File: config.mk
export PLATFORM = sky130hd
export DESIGN_NAME = twelve_hour_clock_display
export DESIGN_NICKNAME = d
export VERILOG_FILES = /design/src/rtl/thcd_pkg.sv /design/src/rtl/thcd_regs.sv /design/src/rtl/thcd_core.sv /design/src/rtl/twelve_hour_clock_display.sv
export SDC_FILE = /design/constraint.sdc
export NUM_CORES = 1
export LEC_CHECK = 0
export BUFFER_PORTS_ARGS = -buffer_cell sky130_fd_sc_hd__clkbuf_2
export CAP_MARGIN = 20
export CORE_MARGIN = 2
export CORE_UTILIZATION = 60
export CTS_BUF_LIST = sky130_fd_sc_hd__clkbuf_16
export DETAILED_ROUTE_END_ITERATION = 8
export PLACE_DENSITY = 0.84
export SYNTH_ARGS = -nofsm -noshare
export SYNTH_HDL_FRONTEND = slang
export SYNTH_SLANG_ARGS = --single-unit
File: constraint.sdc
create_clock -name clk -period 14.2 [get_ports clk]
set_input_delay 1.42 -clock clk [delete_from_list [all_inputs] [get_ports clk]]
set_output_delay 1.42 -clock clk [all_outputs]
set_load 0.01 [all_outputs]
File: src/rtl/thcd_pkg.sv
`timescale 1ns / 1ps

package thcd_pkg;

  localparam int unsigned MINUTE_TICKS_W  = 27;
  localparam int unsigned LOCKOUT_TICKS_W = 24;
  localparam int unsigned SCAN_TICKS_W    = 20;
  localparam int unsigned ADDR_W          = 4;
  localparam int unsigned DATA_W          = 32;

  localparam logic [MINUTE_TICKS_W-1:0]  MINUTE_TICKS_RST  = 27'd60000000;
  localparam logic [LOCKOUT_TICKS_W-1:0] LOCKOUT_TICKS_RST = 24'd200000;
  localparam logic [SCAN_TICKS_W-1:0]    SCAN_TICKS_RST    = 20'd2500;

  // Register indexes, taken from paddr[3:2].
  localparam logic [1:0] REG_MINUTE_TICKS  = 2'd0;
  localparam logic [1:0] REG_LOCKOUT_TICKS = 2'd1;
  localparam logic [1:0] REG_SCAN_TICKS    = 2'd2;

  // Digit positions on the display.
  localparam logic [1:0] DIGIT_HR_TENS  = 2'd0;
  localparam logic [1:0] DIGIT_HR_ONES  = 2'd1;
  localparam logic [1:0] DIGIT_MIN_TENS = 2'd2;
  localparam logic [1:0] DIGIT_MIN_ONES = 2'd3;

  localparam logic [7:0] DP_BIT = 8'b1000_0000;

  // Hex seven-segment patterns, bit 0 is segment A.
  localparam logic [7:0] SEG_TABLE [16] = '{
    8'h3F, 8'h06, 8'h5B, 8'h4F, 8'h66, 8'h6D, 8'h7D, 8'h07,
    8'h7F, 8'h67, 8'h77, 8'h7C, 8'h39, 8'h5E, 8'h79, 8'h71
  };

  typedef struct packed {
    logic [MINUTE_TICKS_W-1:0]  minute_ticks;
    logic [LOCKOUT_TICKS_W-1:0] lockout_ticks;
    logic [SCAN_TICKS_W-1:0]    scan_ticks;
  } thcd_cfg_t;

  typedef struct packed {
    logic       hr_tens;
    logic [3:0] hr_ones;
    logic [2:0] min_tens;
    logic [3:0] min_ones;
  } thcd_time_t;

  typedef struct packed {
    logic       hour_tens;
    logic [3:0] hour_ones;
    logic [2:0] minute_tens;
    logic [3:0] minute_ones;
    logic [7:0] segments;
    logic [1:0] digit_select;
  } thcd_result_t;

  // One hour forward; thirteen o'clock becomes one o'clock.
  function automatic thcd_time_t add_hour(input thcd_time_t t);
    thcd_time_t r;
    r = t;
    r.hr_ones = r.hr_ones + 4'd1;
    if (r.hr_ones >= 4'd10) begin
      r.hr_ones = 4'd0;
      r.hr_tens = ~r.hr_tens;
    end
    if (r.hr_tens && (r.hr_ones == 4'd3)) begin
      r.hr_tens = 1'b0;
      r.hr_ones = 4'd1;
    end
    return r;
  endfunction

  // One minute forward with carries into the hour.
  function automatic thcd_time_t add_minute(input thcd_time_t t);
    thcd_time_t r;
    r = t;
    r.min_ones = r.min_ones + 4'd1;
    if (r.min_ones >= 4'd10) begin
      r.min_ones = 4'd0;
      r.min_tens = r.min_tens + 3'd1;
      if (r.min_tens >= 3'd6) begin
        r.min_tens = 3'd0;
        r = add_hour(r);
      end
    end
    return r;
  endfunction

endpackage

File: src/rtl/thcd_regs.sv
`timescale 1ns / 1ps

module thcd_regs (
  input  logic                          clk,
  input  logic                          rst,
  input  logic                          psel,
  input  logic                          penable,
  input  logic                          pwrite,
  input  logic [thcd_pkg::ADDR_W-1:0]   paddr,
  input  logic [thcd_pkg::DATA_W-1:0]   pwdata,
  output logic [thcd_pkg::DATA_W-1:0]   prdata,
  output logic                          pready,
  output thcd_pkg::thcd_cfg_t           cfg
);

  logic       wr_en;
  logic [1:0] reg_idx;

  assign pready  = 1'b1;
  assign wr_en   = psel && penable && pwrite && pready;
  assign reg_idx = paddr[3:2];

  always_ff @(posedge clk) begin
    if (rst) begin
      cfg.minute_ticks  <= thcd_pkg::MINUTE_TICKS_RST;
      cfg.lockout_ticks <= thcd_pkg::LOCKOUT_TICKS_RST;
      cfg.scan_ticks    <= thcd_pkg::SCAN_TICKS_RST;
    end else if (wr_en) begin
      case (reg_idx)
        thcd_pkg::REG_MINUTE_TICKS: begin
          cfg.minute_ticks <= pwdata[thcd_pkg::MINUTE_TICKS_W-1:0];
        end
        thcd_pkg::REG_LOCKOUT_TICKS: begin
          cfg.lockout_ticks <= pwdata[thcd_pkg::LOCKOUT_TICKS_W-1:0];
        end
        thcd_pkg::REG_SCAN_TICKS: begin
          cfg.scan_ticks <= pwdata[thcd_pkg::SCAN_TICKS_W-1:0];
        end
        default: begin
        end
      endcase
    end
  end

  always_comb begin
    case (reg_idx)
      thcd_pkg::REG_MINUTE_TICKS: begin
        prdata = {{(thcd_pkg::DATA_W-thcd_pkg::MINUTE_TICKS_W){1'b0}}, cfg.minute_ticks};
      end
      thcd_pkg::REG_LOCKOUT_TICKS: begin
        prdata = {{(thcd_pkg::DATA_W-thcd_pkg::LOCKOUT_TICKS_W){1'b0}}, cfg.lockout_ticks};
      end
      thcd_pkg::REG_SCAN_TICKS: begin
        prdata = {{(thcd_pkg::DATA_W-thcd_pkg::SCAN_TICKS_W){1'b0}}, cfg.scan_ticks};
      end
      default: begin
        prdata = '0;
      end
    endcase
  end

endmodule

File: src/rtl/thcd_core.sv
`timescale 1ns / 1ps

module thcd_core (
  input  logic                   clk,
  input  logic                   rst,
  input  logic                   step,
  input  logic                   minute_button_n,
  input  logic                   hour_button_n,
  input  thcd_pkg::thcd_cfg_t    cfg,
  output thcd_pkg::thcd_result_t result_next
);

  logic [thcd_pkg::MINUTE_TICKS_W-1:0]  minute_elapsed, minute_elapsed_next, minute_inc;
  logic [thcd_pkg::LOCKOUT_TICKS_W-1:0] lockout_elapsed, lockout_elapsed_next, lockout_run;
  logic [thcd_pkg::SCAN_TICKS_W-1:0]    scan_elapsed, scan_elapsed_next, scan_inc;
  logic [1:0]                           scan_digit, scan_digit_next;
  thcd_pkg::thcd_time_t                 time_q, time_timer, time_next;
  logic                                 minute_fire, press, press_taken, scan_fire;
  logic [3:0]                           shown;

  always_comb begin
    // Minute timer comes first within a tick.
    minute_inc          = minute_elapsed + 1'b1;
    minute_fire         = minute_inc >= cfg.minute_ticks;
    minute_elapsed_next = minute_fire ? '0 : minute_inc;
    time_timer          = minute_fire ? thcd_pkg::add_minute(time_q) : time_q;

    // The lockout counter parks once it reaches its limit.
    lockout_run = (lockout_elapsed < cfg.lockout_ticks) ? lockout_elapsed + 1'b1
                                                        : lockout_elapsed;
    press       = !minute_button_n || !hour_button_n;
    press_taken = press && (lockout_run >= cfg.lockout_ticks);
    lockout_elapsed_next = press_taken ? '0 : lockout_run;
    if (!press_taken) begin
      time_next = time_timer;
    end else if (!minute_button_n) begin
      time_next = thcd_pkg::add_minute(time_timer);
    end else begin
      time_next = thcd_pkg::add_hour(time_timer);
    end

    scan_inc          = scan_elapsed + 1'b1;
    scan_fire         = scan_inc >= cfg.scan_ticks;
    scan_elapsed_next = scan_fire ? '0 : scan_inc;
    scan_digit_next   = scan_fire ? scan_digit + 2'd1 : scan_digit;

    case (scan_digit_next)
      thcd_pkg::DIGIT_MIN_ONES: shown = time_next.min_ones;
      thcd_pkg::DIGIT_MIN_TENS: shown = {1'b0, time_next.min_tens};
      thcd_pkg::DIGIT_HR_ONES:  shown = time_next.hr_ones;
      default:                  shown = {3'b000, time_next.hr_tens};
    endcase

    result_next.digit_select = scan_digit_next;
    result_next.segments     = thcd_pkg::SEG_TABLE[shown] |
        ((scan_digit_next == thcd_pkg::DIGIT_HR_ONES) ? thcd_pkg::DP_BIT : 8'h00);
    result_next.minute_ones  = time_next.min_ones;
    result_next.minute_tens  = time_next.min_tens;
    result_next.hour_ones    = time_next.hr_ones;
    result_next.hour_tens    = time_next.hr_tens;
  end

  always_ff @(posedge clk) begin
    if (rst) begin
      minute_elapsed  <= '0;
      lockout_elapsed <= '0;
      scan_elapsed    <= '0;
      scan_digit      <= '0;
      time_q          <= '0;
    end else if (step) begin
      minute_elapsed  <= minute_elapsed_next;
      lockout_elapsed <= lockout_elapsed_next;
      scan_elapsed    <= scan_elapsed_next;
      scan_digit      <= scan_digit_next;
      time_q          <= time_next;
    end
  end

endmodule

File: src/rtl/twelve_hour_clock_display.sv
`timescale 1ns / 1ps

// Twelve-hour BCD clock with a four-digit multiplexed seven-segment display.
// Every word taken on the slave stream is one timer tick carrying the two
// active-low set-button levels; every tick yields exactly one word on the
// master stream with the digit being scanned, its segment pattern (decimal
// point lit on the hour-ones digit) and the four time digits after this
// tick's minute timer, button press and carries. Time starts at 00:00 and
// the hour reads 00 until it first advances, then runs 01 through 12.
// The block takes one word per clock while the master stream does not stall;
// a word goes through an input register and the state update into the output
// register, which offers its result word on the master stream, and one
// result can wait in the output register while the next tick is already held.
// The three tick counts are set over the APB port at 0x0 (minute_ticks),
// 0x4 (lockout_ticks) and 0x8 (scan_ticks); change them only while no tick
// is in flight.

module twelve_hour_clock_display (
  input  logic                        clk,
  input  logic                        rst,
  // Tick stream in.
  input  logic                        s_tvalid,
  output logic                        s_tready,
  input  logic [7:0]                  s_tdata,  // [0] minute_button_n, [1] hour_button_n
  // Result stream out.
  output logic                        m_tvalid,
  input  logic                        m_tready,
  output logic [23:0]                 m_tdata,  // [1:0] digit_select, [9:2] segments,
                                                // [13:10] minute_ones, [16:14] minute_tens,
                                                // [20:17] hour_ones, [21] hour_tens
  // Configuration.
  input  logic                        psel,
  input  logic                        penable,
  input  logic                        pwrite,
  input  logic [thcd_pkg::ADDR_W-1:0] paddr,
  input  logic [thcd_pkg::DATA_W-1:0] pwdata,
  output logic [thcd_pkg::DATA_W-1:0] prdata,
  output logic                        pready
);

  thcd_pkg::thcd_cfg_t    cfg;
  thcd_pkg::thcd_result_t result_next;
  thcd_pkg::thcd_result_t out_data;

  logic in_valid;
  logic in_minute_n;
  logic in_hour_n;
  logic out_valid;
  logic out_free;
  logic step;

  thcd_regs u_regs (
    .clk     (clk),
    .rst     (rst),
    .psel    (psel),
    .penable (penable),
    .pwrite  (pwrite),
    .paddr   (paddr),
    .pwdata  (pwdata),
    .prdata  (prdata),
    .pready  (pready),
    .cfg     (cfg)
  );

  // The output register can take a new result when empty or being drained.
  assign out_free = !out_valid || m_tready;
  // A held tick updates the clock state exactly when its result is stored.
  assign step     = in_valid && out_free;
  assign s_tready = !in_valid || out_free;

  always_ff @(posedge clk) begin
    if (rst) begin
      in_valid <= 1'b0;
    end else if (s_tready) begin
      in_valid <= s_tvalid;
    end
  end

  always_ff @(posedge clk) begin
    if (s_tready && s_tvalid) begin
      in_minute_n <= s_tdata[0];
      in_hour_n   <= s_tdata[1];
    end
  end

  thcd_core u_core (
    .clk             (clk),
    .rst             (rst),
    .step            (step),
    .minute_button_n (in_minute_n),
    .hour_button_n   (in_hour_n),
    .cfg             (cfg),
    .result_next     (result_next)
  );

  always_ff @(posedge clk) begin
    if (rst) begin
      out_valid <= 1'b0;
    end else if (out_free) begin
      out_valid <= in_valid;
    end
  end

  always_ff @(posedge clk) begin
    if (step) begin
      out_data <= result_next;
    end
  end

  assign m_tvalid = out_valid;
  assign m_tdata  = {2'b00, out_data};

endmodule

==> flow_summary.ini <==
[cts]
cts_max_level = 4
clock_sink_count = 182
post_cts_buffers = 0
cts_hold_buffers = 0
cts_buffer_depth = 2
cts_resized = 0
path_clk_slew_ps = 70
cts_root_buf = clkbuf_16
cts_buffers = 17
clk_latency_ps = 450
tritoncts = done

[synthesis]
synth_top_family_by_area = simple AND/OR/NAND/NOR gates
seq_area_frac_synth_pct = 31.4
yosys.area.top_type = dfxtp_1
syn_area_per_cell_um2 = 7.94
synth_cells = 1555
synth_xor_xnor_area_share_pct = 5.74
yosys_warnings = 0
synth_compound_gate_area_share_pct = 19.0
yosysUniqueCellTypes = 92
synth_area_leaders = dfxtp_1 (26%), ha_1 (12%), nand2_1 (7.7%)
ys_ff_latch = 182
synth_edf_count = 24
synth_simple_gate_area_share_pct = 22.5
synth_area_um2 = 12400
synth_most_common_cell = nand2_1
synthAdderAreaFrac_pct = 11.7
ys_top_cells_by_count = nand2_1 (252), dfxtp_1 (158), a21oi_1 (136)
synth_top_area_share_pct = 25.6
async_flop_share_pct = 0
synth_mux_area_share_pct = 3.36
yosys_most_used_dff = dfxtp_1

[worst_setup_path]
cp-end-kind = register
start_kind = register
crit_fanout = 24
cp.required_ps = 14370
max_stage_delay_ps = 850
critPathMostFrequentCell = a21o_1
critPathLaunch = u_regs.cfg[21]
cp_slowest_cell = o2111a_1
crit_type = register to register
crit_arrival_ps = 8160
rr_startpoint = u_regs.cfg[21]

[hold_path]
hp-start = u_regs.cfg[70]
hp-class = register to register

[placed_design]
place.port_buffers = 88
gp_congestion = 0.923
dp_hpwl_mm = 23.5
place_inst = 1845

[timing]
hold_viol_final = 0
slew_headroom_pct = 29.6
tightestPinTransition_ps = 1050
rsz0062_at_grt = false
min_period_over_period_pct = 56.2
setup_viol = 0
skew_ps = 13.8
fin_crit_ps = 7980
setup-tns-final_ps = 0
drv_slew = 0
fmax_mhz = 125

[pwr]
power_mw = 1.14
peakVddDrop_mv = 0.0843
p_leak_nw = 5.73
pwr_density_cell_nw_per_um2 = 84.4

[routing]
drc_errors = 0
drtIter0Drc = 1222
antenna_left = 0
wl_per_cell_um = 17.8
vias = 11577
first_pass_iters = 7
wirelength_mm = 33.4
viasPerCell = 6.16

[finish]
n_antenna_cell = 0
regArea_um2 = 3880
instances_no_fill = 1878
fill_cells = 1628
areaGrowthSynthToFinish_pct = 9.08
multiInputGateArea_um2 = 7740
final_layout_size_suffix_gt1_share_pct = 10.9
nets = 1762

[grt]
grt_usage_pct = 30.8
antenna_found_initial = 0
grt_overflow = 0
grt_pass1_vias = 10842
grt_max_degree = 85
grt_pass1_wl_mm = 54.2

[floorplanning]
die_w_um = 147
io_pins = 110
start_util_pct = 61.0
core_um2 = 20200
rows = 52
dieArea_um2 = 21800
die_y_um = 147

[run]
maxCapViolations = 0

[status]
status = complete, no violations
==> area by class of cell <==
type,count,share of cell area [%]
clock inverters,15,1.19
repair buffers,102,4.07
clock buffers,17,3.16
multi-input cells,1192,57.5
well taps,270,2.51
inverters,100,2.79
flip-flops and latches,182,28.8
==> worst paths after layout <==
path / end / slack [ps] / cells past startpoint
worst max-delay path: m_tdata[3] / 6220 / 28
worst min-delay path: u_regs.cfg[70] / 460 / 2
worst max register to register: m_tdata[3] / 6220 / 28
worst min register to register: u_regs.cfg[70] / 460 / 2
==> per-layer routing <==
layer  GRT usage (%)  vias to the layer above  part of all wire, %
li1                -                     5544                    -
met1            39.8                     5434                   41
met2            51.8                      508                   47
met3            4.57                       91                  7.7
met4            12.5                        0                  3.6
met5               0                        -                    0
==> through the flow <==
stage	worst slack, ps	hold WS [ps]	util, %	cell area [um2]
after floorplan	7430	436	-	12400
after global placement	5980	447	63.7	12900
after detailed placement	5750	452	63.7	12900
after CTS	5650	462	66.6	13500
after global routing	5540	489	66.6	13500
final	6220	463	66.6	13500
==> sequential cells by signal, indices dropped and copies added (netlist names), 2 cells and up <==
| signal | cells |
|---|---|
| u_core.lockout_elapsed | 24 |
| u_core.scan_elapsed | 20 |
| u_regs.cfg | 71 |
| u_core.scan_digit | 2 |
| u_core.minute_elapsed | 27 |
| u_core.time_q | 12 |
| m_tdata | 22 |
==> where the power goes <==
group	internal, mW	switching [mW]
logic	0.0390	0.0756
registers	0.531	0.00801
clock network	0.250	0.233
==> cells in the final DEF, fill, tap and decap left out, types with 29 or more instances in the layout <==
cell type,count
xnor2_1,57
a21oi_1,136
nand2_1,252
o211ai_1,29
ha_1,116
inv_1,99
and3_1,34
clkbuf_2,87
nand3_1,66
nor2_1,98
nor3_1,32
dfxtp_1,158
mux2i_1,37
o21ai_0,55
==> kinds of logic (layout without fill, tap and decap cells) <==
group	Yosys count	count (layout)
AND/OR/NAND/NOR	586	586
flip-flops	182	182
XOR/XNOR	81	81
adder cells (fa/ha/maj)	116	116
multiplexers	41	41
buffers and inverters	187	234
AO/OA/AOI/OAI	360	360
other	2	8
==> worst max-delay path, delay by kind of cell, from the launching register on <==
family	cells	cell delay, ps
adder cells (fa/ha/maj)	3	960
AND/OR/NAND/NOR	7	1920
buffers and inverters	1	100
AO/OA/AOI/OAI	15	3720
XOR/XNOR	1	170
multiplexers	1	420
flip-flops	1	410
(Power assumes the default switching activity.)
